$ cat src/rtl/stmi_pkg.sv
package stmi_pkg;

   // defaults for the top-level parameters
   localparam int SERVO_COUNT_DEF = 6;
   localparam int FRAC_BITS_DEF   = 8;

   // fixed field widths
   localparam int IDX_IN_W = 3;
   localparam int AIM_W    = 12;
   localparam int SP_W     = 10;
   localparam int TIME_W   = 16;
   localparam int CSR_W    = 16;
   localparam int CSR_IDX_W = 2;

   // register reset values
   localparam logic [AIM_W-1:0]  AIM_MIN_RESET     = 12'd510;
   localparam logic [AIM_W-1:0]  AIM_MAX_RESET     = 12'd2490;
   localparam logic [SP_W-1:0]   STEP_PERIOD_RESET = 10'd20;
   localparam logic [TIME_W-1:0] MAX_TIME_RESET    = 16'd10000;

   // per-servo state reset (integer microseconds)
   localparam logic [AIM_W-1:0]  SERVO_RESET_US = 12'd1500;

   typedef enum logic [CSR_IDX_W-1:0] {
      CSR_AIM_MIN     = 2'd0,
      CSR_AIM_MAX     = 2'd1,
      CSR_STEP_PERIOD = 2'd2,
      CSR_MAX_TIME    = 2'd3
   } csr_reg_type;

   localparam logic CMD_SET  = 1'b0;
   localparam logic CMD_TICK = 1'b1;

   // divider control/status between sequencer and divider
   typedef struct packed {
      logic start;
   } div_ctrl_type;

   typedef struct packed {
      logic busy;
      logic done;
   } div_stat_type;

endpackage

$ cat src/rtl/stmi_divider.sv
module stmi_divider
   import stmi_pkg::*;
#(
   parameter int DIVIDEND_W = 31,
   parameter int DIVISOR_W  = TIME_W
) (
   input  logic                  clock,
   input  logic                  reset,
   input  div_ctrl_type          ctrl,
   input  logic [DIVIDEND_W-1:0] dividend,
   input  logic [DIVISOR_W-1:0]  divisor,
   output div_stat_type          stat,
   output logic [DIVIDEND_W-1:0] quotient
);

   localparam int CNT_W = $clog2(DIVIDEND_W + 1);

   // restoring divider, one quotient bit per cycle, MSB first
   logic [DIVISOR_W-1:0]  rem_ff, rem_in;
   logic [DIVIDEND_W-1:0] quo_ff, quo_in;
   logic [DIVISOR_W-1:0]  div_ff, div_in;
   logic [CNT_W-1:0]      cnt_ff, cnt_in;
   logic                  busy_ff, busy_in;
   logic                  done_ff, done_in;

   logic [DIVISOR_W:0]    shifted;
   logic [DIVISOR_W+1:0]  trial;

   always_comb begin
      shifted = {rem_ff, quo_ff[DIVIDEND_W-1]};
      trial   = {1'b0, shifted} - {2'b00, div_ff};
      rem_in  = rem_ff;
      quo_in  = quo_ff;
      div_in  = div_ff;
      cnt_in  = cnt_ff;
      busy_in = busy_ff;
      done_in = 1'b0;
      if (ctrl.start) begin
         rem_in  = '0;
         quo_in  = dividend;
         div_in  = divisor;
         cnt_in  = CNT_W'(DIVIDEND_W);
         busy_in = 1'b1;
      end else if (busy_ff) begin
         if (!trial[DIVISOR_W+1]) begin
            rem_in = trial[DIVISOR_W-1:0];
            quo_in = {quo_ff[DIVIDEND_W-2:0], 1'b1};
         end else begin
            rem_in = shifted[DIVISOR_W-1:0];
            quo_in = {quo_ff[DIVIDEND_W-2:0], 1'b0};
         end
         cnt_in = cnt_ff - 1'b1;
         if (cnt_ff == CNT_W'(1)) begin
            busy_in = 1'b0;
            done_in = 1'b1;
         end
      end
   end

   always_ff @(posedge clock) begin
      if (reset) begin
         busy_ff <= 1'b0;
         done_ff <= 1'b0;
         cnt_ff  <= '0;
      end else begin
         busy_ff <= busy_in;
         done_ff <= done_in;
         cnt_ff  <= cnt_in;
      end
      rem_ff <= rem_in;
      quo_ff <= quo_in;
      div_ff <= div_in;
   end

   assign stat.busy = busy_ff;
   assign stat.done = done_ff;
   assign quotient  = quo_ff;

endmodule

$ cat src/rtl/servo_timed_move_interpolator.sv
// Channel  Dir  Bits          Contents (lowest bit up)
// req      in   tdata[31:0]   servo_index[2:0], target_us[14:3], move_time_ms[30:15]
//               tuser[0]      command (0 set, 1 tick)
// rsp      out  tdata[15:0]   position_us[11:0], moving[12]
//               tuser[0]      accepted
// csr      in   we/index/data aim_min, aim_max, step_period, max_time
//
// One item at a time. A tick with a nonzero step passes through LOAD, DECIDE, TICK,
// TDEC and WRITE after accept. A set with a real move passes through LOAD, DECIDE,
// MUL, DGO, DIV and WRITE, and waits in DIV for the restoring divider, which
// yields one quotient bit per cycle.
// Stop, short-time, zero-step tick and out-of-range items pass through LOAD,
// DECIDE and WRITE.
// Reset (synchronous) restores the configuration registers, the state and result-valid
// flags, and every servo to 1500.0 at once. A result waiting on rsp_tready does not
// block the next accept; only the write-back of the following item waits for the result register to free up.
module servo_timed_move_interpolator
   import stmi_pkg::*;
#(
   parameter int SERVO_COUNT = SERVO_COUNT_DEF,
   parameter int FRAC_BITS   = FRAC_BITS_DEF
) (
   input  logic                 clock,
   input  logic                 reset,
   // request items
   input  logic                 req_tvalid,
   output logic                 req_tready,
   input  logic [31:0]          req_tdata,   // servo_index, target_us, move_time_ms
   input  logic                 req_tuser,   // command
   // result items
   output logic                 rsp_tvalid,
   input  logic                 rsp_tready,
   output logic [15:0]          rsp_tdata,   // position_us, moving
   output logic                 rsp_tuser,   // accepted
   // register writes
   input  logic                 csr_we,
   input  logic [CSR_IDX_W-1:0] csr_index,
   input  logic [CSR_W-1:0]     csr_wdata
);

   localparam int IDX_W  = (SERVO_COUNT > 1) ? $clog2(SERVO_COUNT) : 1;
   localparam int POS_W  = AIM_W + FRAC_BITS;      // unsigned position
   localparam int STEP_W = AIM_W + 1 + FRAC_BITS;  // signed step
   localparam int PROD_W = POS_W + 1 + SP_W;       // |diff| * step_period
   localparam logic [POS_W-1:0] POS_RESET = POS_W'(SERVO_RESET_US) << FRAC_BITS;

   typedef enum logic [8:0] {
      S_IDLE   = 9'b000000001,
      S_LOAD   = 9'b000000010,
      S_DECIDE = 9'b000000100,
      S_MUL    = 9'b000001000,
      S_DGO    = 9'b000010000,
      S_DIV    = 9'b000100000,
      S_TICK   = 9'b001000000,
      S_TDEC   = 9'b010000000,
      S_WRITE  = 9'b100000000
   } state_type;

   function automatic logic [AIM_W-1:0] clamp_aim(input logic [AIM_W-1:0] t,
                                                  input logic [AIM_W-1:0] lo,
                                                  input logic [AIM_W-1:0] hi);
      logic [AIM_W-1:0] r;
      priority if (t > hi) r = hi;
      else if (t < lo)     r = lo;
      else                 r = t;
      return r;
   endfunction

   // ---------------- configuration registers ----------------
   logic [AIM_W-1:0]  aim_min_ff, aim_max_ff;
   logic [SP_W-1:0]   step_period_ff;
   logic [TIME_W-1:0] max_time_ff;

   always_ff @(posedge clock) begin
      if (reset) begin
         aim_min_ff     <= AIM_MIN_RESET;
         aim_max_ff     <= AIM_MAX_RESET;
         step_period_ff <= STEP_PERIOD_RESET;
         max_time_ff    <= MAX_TIME_RESET;
      end else if (csr_we) begin
         unique case (csr_reg_type'(csr_index))
            CSR_AIM_MIN:     aim_min_ff     <= csr_wdata[AIM_W-1:0];
            CSR_AIM_MAX:     aim_max_ff     <= csr_wdata[AIM_W-1:0];
            CSR_STEP_PERIOD: step_period_ff <= csr_wdata[SP_W-1:0];
            CSR_MAX_TIME:    max_time_ff    <= csr_wdata[TIME_W-1:0];
         endcase
      end
   end

   // ---------------- per-servo state ----------------
   logic [POS_W-1:0]         pos_mem_ff  [SERVO_COUNT];
   logic [AIM_W-1:0]         tgt_mem_ff  [SERVO_COUNT];
   logic signed [STEP_W-1:0] step_mem_ff [SERVO_COUNT];

   // ---------------- sequencer registers ----------------
   state_type                state_ff;
   logic                     cmd_ff;
   logic [IDX_IN_W-1:0]      idx_ff;
   logic                     inrange_ff;
   logic [AIM_W-1:0]         aim_ff, aimc_ff, goal_ff;
   logic [TIME_W-1:0]        tm_ff, tms_ff;
   logic [POS_W-1:0]         pos_ff;            // working copy, written back
   logic [AIM_W-1:0]         tgt_ff;
   logic signed [STEP_W-1:0] step_ff;
   logic                     neg_ff;
   logic [PROD_W-1:0]        prod_ff;
   logic [POS_W:0]           dist_ff;
   logic [STEP_W:0]          two_ff;
   logic signed [STEP_W:0]   sum_ff;

   logic                     rsp_valid_ff, rsp_acc_ff, rsp_mov_ff;
   logic [AIM_W-1:0]         rsp_pos_ff;

   logic [IDX_W-1:0]         sel;
   logic                     req_fire, wr_fire;
   logic signed [POS_W:0]    set_diff, tick_diff;
   logic [POS_W:0]           set_mag;
   logic signed [STEP_W:0]   step_x2;
   logic [PROD_W-1:0]        quotient;
   logic signed [STEP_W-1:0] quo_step;
   div_ctrl_type             div_ctrl;
   div_stat_type             div_stat;

   assign sel        = idx_ff[IDX_W-1:0];
   assign req_tready = (state_ff == S_IDLE);
   assign req_fire   = req_tvalid && req_tready;
   // result register must be free (or emptying) before a new result lands
   assign wr_fire    = (state_ff == S_WRITE) && (!rsp_valid_ff || rsp_tready);

   always_comb begin
      set_diff  = signed'({1'b0, aimc_ff, {FRAC_BITS{1'b0}}}) - signed'({1'b0, pos_ff});
      set_mag   = set_diff[POS_W] ? POS_W'(0) - set_diff : set_diff;
      tick_diff = signed'({1'b0, goal_ff, {FRAC_BITS{1'b0}}}) - signed'({1'b0, pos_ff});
      step_x2   = {step_ff, 1'b0};
      quo_step  = signed'(quotient[STEP_W-1:0]);
   end

   assign div_ctrl.start = (state_ff == S_DGO);

   stmi_divider #(
      .DIVIDEND_W (PROD_W),
      .DIVISOR_W  (TIME_W)
   ) u_div (
      .clock    (clock),
      .reset    (reset),
      .ctrl     (div_ctrl),
      .dividend (prod_ff),
      .divisor  (tms_ff),
      .stat     (div_stat),
      .quotient (quotient)
   );

   always_ff @(posedge clock) begin
      if (reset) begin
         state_ff <= S_IDLE;
      end else begin
         unique case (state_ff)
            S_IDLE: begin
               if (req_fire) state_ff <= S_LOAD;
            end
            S_LOAD:   state_ff <= S_DECIDE;
            S_DECIDE: begin
               priority if (!inrange_ff)
                  state_ff <= S_WRITE;
               else if (cmd_ff == CMD_SET) begin
                  if (aim_ff == '0 || tms_ff == '0 || tms_ff < TIME_W'(step_period_ff))
                     state_ff <= S_WRITE;
                  else
                     state_ff <= S_MUL;
               end else if (step_ff == '0)
                  state_ff <= S_WRITE;
               else
                  state_ff <= S_TICK;
            end
            S_MUL:  state_ff <= S_DGO;
            S_DGO:  state_ff <= S_DIV;
            S_DIV: begin
               if (div_stat.done) state_ff <= S_WRITE;
            end
            S_TICK: state_ff <= S_TDEC;
            S_TDEC: state_ff <= S_WRITE;
            S_WRITE: begin
               if (wr_fire) state_ff <= S_IDLE;
            end
            default: state_ff <= S_IDLE;
         endcase
      end
   end

   // datapath of the sequencer
   always_ff @(posedge clock) begin
      if (req_fire) begin
         cmd_ff     <= req_tuser;
         idx_ff     <= req_tdata[IDX_IN_W-1:0];
         aim_ff     <= req_tdata[IDX_IN_W +: AIM_W];
         tm_ff      <= req_tdata[IDX_IN_W+AIM_W +: TIME_W];
         inrange_ff <= ({1'b0, req_tdata[IDX_IN_W-1:0]} < (IDX_IN_W+1)'(SERVO_COUNT));
      end
      if (state_ff == S_LOAD) begin
         aimc_ff <= clamp_aim(aim_ff, aim_min_ff, aim_max_ff);
         tms_ff  <= (tm_ff > max_time_ff) ? max_time_ff : tm_ff;
         if (inrange_ff) begin
            pos_ff  <= pos_mem_ff[sel];
            tgt_ff  <= tgt_mem_ff[sel];
            step_ff <= step_mem_ff[sel];
            goal_ff <= clamp_aim(tgt_mem_ff[sel], aim_min_ff, aim_max_ff);
         end else begin
            pos_ff  <= '0;
            tgt_ff  <= '0;
            step_ff <= '0;
            goal_ff <= '0;
         end
      end
      if (state_ff == S_DECIDE && inrange_ff && cmd_ff == CMD_SET) begin
         if (aim_ff == '0) begin
            // stop and hold where it is
            tgt_ff  <= pos_ff[POS_W-1:FRAC_BITS];
            step_ff <= '0;
         end else begin
            tgt_ff  <= aimc_ff;
            step_ff <= '0;   // replaced by the quotient on a real move
         end
      end
      if (state_ff == S_MUL) begin
         neg_ff  <= set_diff[POS_W];
         prod_ff <= PROD_W'(set_mag) * PROD_W'(step_period_ff);
      end
      if (state_ff == S_DIV && div_stat.done) begin
         // quotient never exceeds |diff|, so it fits the step width
         step_ff <= neg_ff ? -quo_step : quo_step;
      end
      if (state_ff == S_TICK) begin
         dist_ff <= tick_diff[POS_W] ? POS_W'(0) - tick_diff : tick_diff;
         two_ff  <= step_x2[STEP_W] ? (STEP_W+1)'(0) - step_x2 : step_x2;
         sum_ff  <= signed'({2'b00, pos_ff}) + signed'({step_ff[STEP_W-1], step_ff});
      end
      if (state_ff == S_TDEC) begin
         if ({1'b0, dist_ff} <= two_ff) begin
            // close enough: snap to the goal and stop
            pos_ff  <= {goal_ff, {FRAC_BITS{1'b0}}};
            step_ff <= '0;
         end else begin
            priority if (sum_ff[STEP_W])
               pos_ff <= '0;
            else if (sum_ff > signed'({2'b00, {POS_W{1'b1}}}))
               pos_ff <= {POS_W{1'b1}};
            else
               pos_ff <= sum_ff[POS_W-1:0];
         end
      end
   end

   // write-back of the working copy
   always_ff @(posedge clock) begin
      if (reset) begin
         for (int i = 0; i < SERVO_COUNT; i++) begin
            pos_mem_ff[i]  <= POS_RESET;
            tgt_mem_ff[i]  <= SERVO_RESET_US;
            step_mem_ff[i] <= '0;
         end
      end else if (wr_fire && inrange_ff) begin
         pos_mem_ff[sel]  <= pos_ff;
         tgt_mem_ff[sel]  <= tgt_ff;
         step_mem_ff[sel] <= step_ff;
      end
   end

   // result register
   always_ff @(posedge clock) begin
      if (reset) begin
         rsp_valid_ff <= 1'b0;
      end else if (wr_fire) begin
         rsp_valid_ff <= 1'b1;
      end else if (rsp_tready) begin
         rsp_valid_ff <= 1'b0;
      end
      if (wr_fire) begin
         rsp_acc_ff <= inrange_ff;
         rsp_pos_ff <= inrange_ff ? pos_ff[POS_W-1:FRAC_BITS] : '0;
         rsp_mov_ff <= inrange_ff && (step_ff != '0);
      end
   end

   assign rsp_tvalid = rsp_valid_ff;
   assign rsp_tuser  = rsp_acc_ff;
   assign rsp_tdata  = {3'b000, rsp_mov_ff, rsp_pos_ff};

`ifndef NO_ASSERTIONS
   // the divider only runs or reports completion while the sequencer waits for it
   a_div_done_in_div: assert property (@(posedge clock) disable iff (reset)
      (div_stat.busy || div_stat.done) |-> (state_ff == S_DIV))
      else $error("divider active outside wait state");

   // an accepted item always goes to the state read next
   a_accept_loads: assert property (@(posedge clock) disable iff (reset)
      req_fire |=> (state_ff == S_LOAD))
      else $error("accepted item not loaded");

   // a rejected servo index yields an all-zero result
   a_reject_zero: assert property (@(posedge clock) disable iff (reset)
      (rsp_tvalid && !rsp_tuser) |-> (rsp_tdata == '0))
      else $error("rejected item with nonzero result");

   // a snap always stops the servo
   a_snap_stops: assert property (@(posedge clock) disable iff (reset)
      ((state_ff == S_TDEC) && ({1'b0, dist_ff} <= two_ff)) |=> (step_ff == '0))
      else $error("snap left a nonzero step");
`endif

endmodule

$ cat config.mk
export PLATFORM = sky130hd
export DESIGN_NAME = servo_timed_move_interpolator
export DESIGN_NICKNAME = d
export VERILOG_FILES = /design/src/rtl/stmi_pkg.sv /design/src/rtl/stmi_divider.sv /design/src/rtl/servo_timed_move_interpolator.sv
export SDC_FILE = /design/constraint.sdc
export NUM_CORES = 2
export LEC_CHECK = 0
export BUFFER_PORTS_ARGS = -buffer_cell sky130_fd_sc_hd__buf_2
export CORE_ASPECT_RATIO = 0.7
export CORE_MARGIN = 4
export CORE_UTILIZATION = 40
export CTS_BUF_LIST = sky130_fd_sc_hd__clkbuf_8
export DETAILED_ROUTE_END_ITERATION = 12
export SYNTH_ARGS = -nofsm -noshare
export SYNTH_HDL_FRONTEND = slang
export SYNTH_SLANG_ARGS = --single-unit
$ cat constraint.sdc
create_clock -name clock -period 16.59 [get_ports clock]
set_clock_uncertainty 0.1 [all_clocks]
set_input_delay 1.659 -clock clock [delete_from_list [all_inputs] [get_ports clock]]
set_output_delay 1.659 -clock clock [all_outputs]
set_load 0.05 [all_outputs]
==> impl_metrics.env <==
export IMPL_fin_crit_ns=10.35
export IMPL_cts_resized=0
export IMPL_fin_ws_ns=6.244
export IMPL_hold_viol=0
export IMPL_gp_routability_congestion=0.8683
export IMPL_wirelength_um=124400
export IMPL_clk_pin_slew_worst_paths_ns=0.07
export IMPL_path_common_cell="fa_1"
export IMPL_first_pass_iters=5
export IMPL_synth_xor_area_share_pct=2.917
export IMPL_gr_max_usage_layer="met1"
export IMPL_start_util_pct=40.65
export IMPL_grt_setup_unrepaired="false"
export IMPL_r2r_cells=28
export IMPL_dpl_cell_area_sq_mm=0.04751
export IMPL_ys_types=84
export IMPL_p_clk_share_pct=26.8
export IMPL_async_reset_ff_share_pct=0
export IMPL_global_route_usage_met2_pct=29.56
export IMPL_synth_cell_area_sq_mm=0.04529
export IMPL_maxCapViolCount=0
export IMPL_clk_latency_ns=0.83
export IMPL_cts_buffers=117
export IMPL_synth_compound_area_share_pct=8.459
export IMPL_status="finished, final reports clean"
export IMPL_grt_pass1_vias=30010
export IMPL_antenna_found_initial=5
export IMPL_drive_gt1_share_pct=11.64
export IMPL_die_y_um=289.5
export IMPL_die_width_um=410.2
export IMPL_synthMuxAreaShare_pct=8.012
export IMPL_cts_sinks=793
export IMPL_nets=4467
export IMPL_crit_fanout=16
export IMPL_p_seq_share_pct=39.9
export IMPL_htreeDepth=3
export IMPL_finalSetupTns_ns=0
export IMPL_switching_share_pct=34.75
export IMPL_synth_top_family_by_area="simple AND/OR/NAND/NOR gates"
export IMPL_ys_seq_area_share_pct=50.22
export IMPL_worstReg2RegEnd="prod_ff[30]$_DFFE_PP_"
export IMPL_drtAntennaViolNets=0
export IMPL_p_int_mw=4.013
export IMPL_area_delta_synth_final_pct=10.17
export IMPL_arrival_ns=10.77
export IMPL_io_pins=75
export IMPL_min_to="step_period_ff[3]$_SDFFE_PP0P_"
export IMPL_maxSlewViolCount=0
export IMPL_finalSetupViolations=0
export IMPL_synth_edf_count=686
export IMPL_path_class="flop to flop"
export IMPL_overflow=0
export IMPL_synth_seq_cells=793
export IMPL_die_area_sq_mm=0.1188
export IMPL_design_area_sq_mm=0.04990
export IMPL_cp_start_kind="flop"
export IMPL_viasPerCell=5.450
export IMPL_worstPathRequired_ns=17.02
export IMPL_yosys_area_share_simple_pct=13.14
export IMPL_tightest_slew_ns=1.309
export IMPL_power_density_mw_per_mm2=123.3
export IMPL_hold_buffers=0
export IMPL_grt_pass1_wl_um=188000
export IMPL_synth_fa_ha_area_share_pct=12.85
export IMPL_row_count=102
export IMPL_slew_headroom_pct=12.13
export IMPL_min_path_cells=2
export IMPL_grt_util_met1_pct=32.03
export IMPL_post_route_period_util_pct=62.36
export IMPL_drtIter0Drc=2787
export IMPL_post_drt_wl_per_cell_um=22.01
export IMPL_post_cts_buffers=0
export IMPL_crit_slowest_cell="xor2_1"
export IMPL_route_detailed_drc=0
export IMPL_p_leak_nw=19.61
export IMPL_vias=30790
export IMPL_synth_flop_cell="edfxtp_1"
export IMPL_r2r_start="pos_ff[0]$_DFFE_PP_"
export IMPL_met3_usage_pct=4.939
export IMPL_dp_hpwl_um=84940
export IMPL_vdd_ir_drop_max_mv=0.08723
export IMPL_syn_area_per_cell_sq_um=11.47
export IMPL_comb_power_share_pct=33.3
export IMPL_cts_buffer_depth=3
export IMPL_grtUsageTotal_pct=20.89
export IMPL_fmax_mhz=96.66
export IMPL_place_ws_ns=6.360
export IMPL_max_stage_delay_ns=0.89
export IMPL_grt_start_max_net_pins=76
export IMPL_synth_warnings=0
export IMPL_syn_instance_count=3950
export IMPL_hold_path_class="flop to flop"
export IMPL_port_buffers=70
export IMPL_cp_end_kind="flop"
export IMPL_power_switching_mw=2.137
export IMPL_core_area_sq_mm=0.1114
export IMPL_regToRegSetupSlack_ns=6.24
export IMPL_hp_start="step_period_ff[3]$_SDFFE_PP0P_"
export IMPL_root_buffer="clkbuf_8"
export IMPL_cts_tree="yes"
## per-layer routing
layer,vias to the layer above,part of all wire (%),routed length [um]
li1,14230,-,-
met1,15300,48,60140
met2,1079,41,50810
met3,178,8.5,10550
met4,0,2.3,2861
met5,-,0,0
## worst max path at each step
| stage | startpoint | to |
|---|---|---|
| 2_1_floorplan | pos_ff[0]$_DFFE_PP_ | prod_ff[28]$_DFFE_PP_ |
| 3_3_place_gp | pos_ff[0]$_DFFE_PP_ | prod_ff[30]$_DFFE_PP_ |
| 3_5_place_dp | pos_ff[0]$_DFFE_PP_ | prod_ff[30]$_DFFE_PP_ |
| 4_1_cts | pos_ff[0]$_DFFE_PP_ | prod_ff[30]$_DFFE_PP_ |
| 5_1_grt | pos_ff[0]$_DFFE_PP_ | prod_ff[30]$_DFFE_PP_ |
| 6_report | pos_ff[0]$_DFFE_PP_ | prod_ff[30]$_DFFE_PP_ |
## per-stage QoR
| step | std cells | hold WS (ns) | utilization, % | power, mW |
|---|---|---|---|---|
| final | 5650 | 0.3631 | 44.78 | 6.151 |
| after global routing | 5650 | 0.3866 | 44.78 | 6.536 |
| after CTS | 5649 | 0.3569 | 44.78 | 6.172 |
| after detailed placement | 5426 | 0.3372 | 42.64 | 4.511 |
| after global placement | 5426 | 0.3433 | 42.64 | 4.499 |
| after floorplan | 3952 | 0.3268 | - | 3.944 |
## final cells by class
class	instances	area (sq um)
antenna	1	2.502
clock buffer	120	1652
clock inverter	103	732.0
fill	10350	61520
inverter	346	1299
multi-input combinational	2637	20670
sequential	793	22750
tap	1508	1887
timing repair buffer	142	903.4
## flip-flops by register name, indices dropped and copies added, names as in the netlist, 16 cells and up, named ones only
signal          cells
dist_ff            21
max_time_ff        16
pos_ff             20
pos_mem_ff        160
prod_ff            31
step_ff            21
step_mem_ff       168
sum_ff             22
tgt_mem_ff         96
tm_ff              16
tms_ff             16
two_ff             21
u_div.div_ff       16
u_div.quotient     31
u_div.rem_ff       16
## critical path: cells and delay by family, from the launching register on
kind,cells,cell delay (ns)
simple gates,6,1.85
fa+ha+maj,7,3.25
flops,1,0.69
compound gates,8,2.31
xor+xnor,2,0.99
buf+inv,5,0.81
## power groups by stage
stage / combinational [mW] / clock, mW / sequential [mW]
global placement: 2.01 / 0 / 2.49
global route: 2.30 / 1.78 / 2.46
finish: 2.05 / 1.65 / 2.45
floorplan: 1.53 / 0 / 2.42
detailed placement: 2.02 / 0 / 2.49
CTS: 2.04 / 1.68 / 2.45
## Yosys cell counts (all sizes together), types with 107 or more instances
master | number | area, sq um
o21ai | 130 | 650.6
nand2 | 455 | 1708
inv | 344 | 1291
edfxtp | 686 | 20600
xnor2 | 107 | 937.2
nor2 | 402 | 1509
dfxtp | 107 | 2142
a21oi | 147 | 735.7
clkbuf | 147 | 551.8
ha | 222 | 2778
and2 | 116 | 725.7
fa | 152 | 3043
## cells by family after synthesis
kind of cell | count (synthesis)
adder cells (fa/ha/maj) | 374
multiplexers | 226
other | 1
buffers and inverters | 522
AND/OR/NAND/NOR | 1297
XOR/XNOR | 150
flip-flops | 793
AO/OA/AOI/OAI | 587
## cells in the final DEF (no fill, tap or decap), types with 10 or more instances in the layout
cell	count
a21o_1	46
edfxtp_1	686
o2bb2ai_1	12
nor4_1	27
clkinv_2	12
dfxtp_1	104
nand3_1	51
a211oi_1	56
ha_1	222
nor2_1	399
and3_1	17
o21bai_1	15
buf_4	71
mux2i_1	88
bufinv_16	10
a31oi_1	18
o21a_1	24
o21ai_0	127
mux4_2	106
xor2_1	42
and2_1	116
fa_1	152
o221ai_1	12
buf_2	70
mux2_2	32
or3_1	16
nor3_1	61
xnor2_1	107
nand2b_1	43
clkbuf_8	120
o211ai_1	23
nand4_1	19
a21oi_1	147
nand3b_1	11
nand2_1	449
inv_1	382
clkinv_1	34
nor2b_1	23
o31ai_1	23
Power figures use the tool's default switching activity.
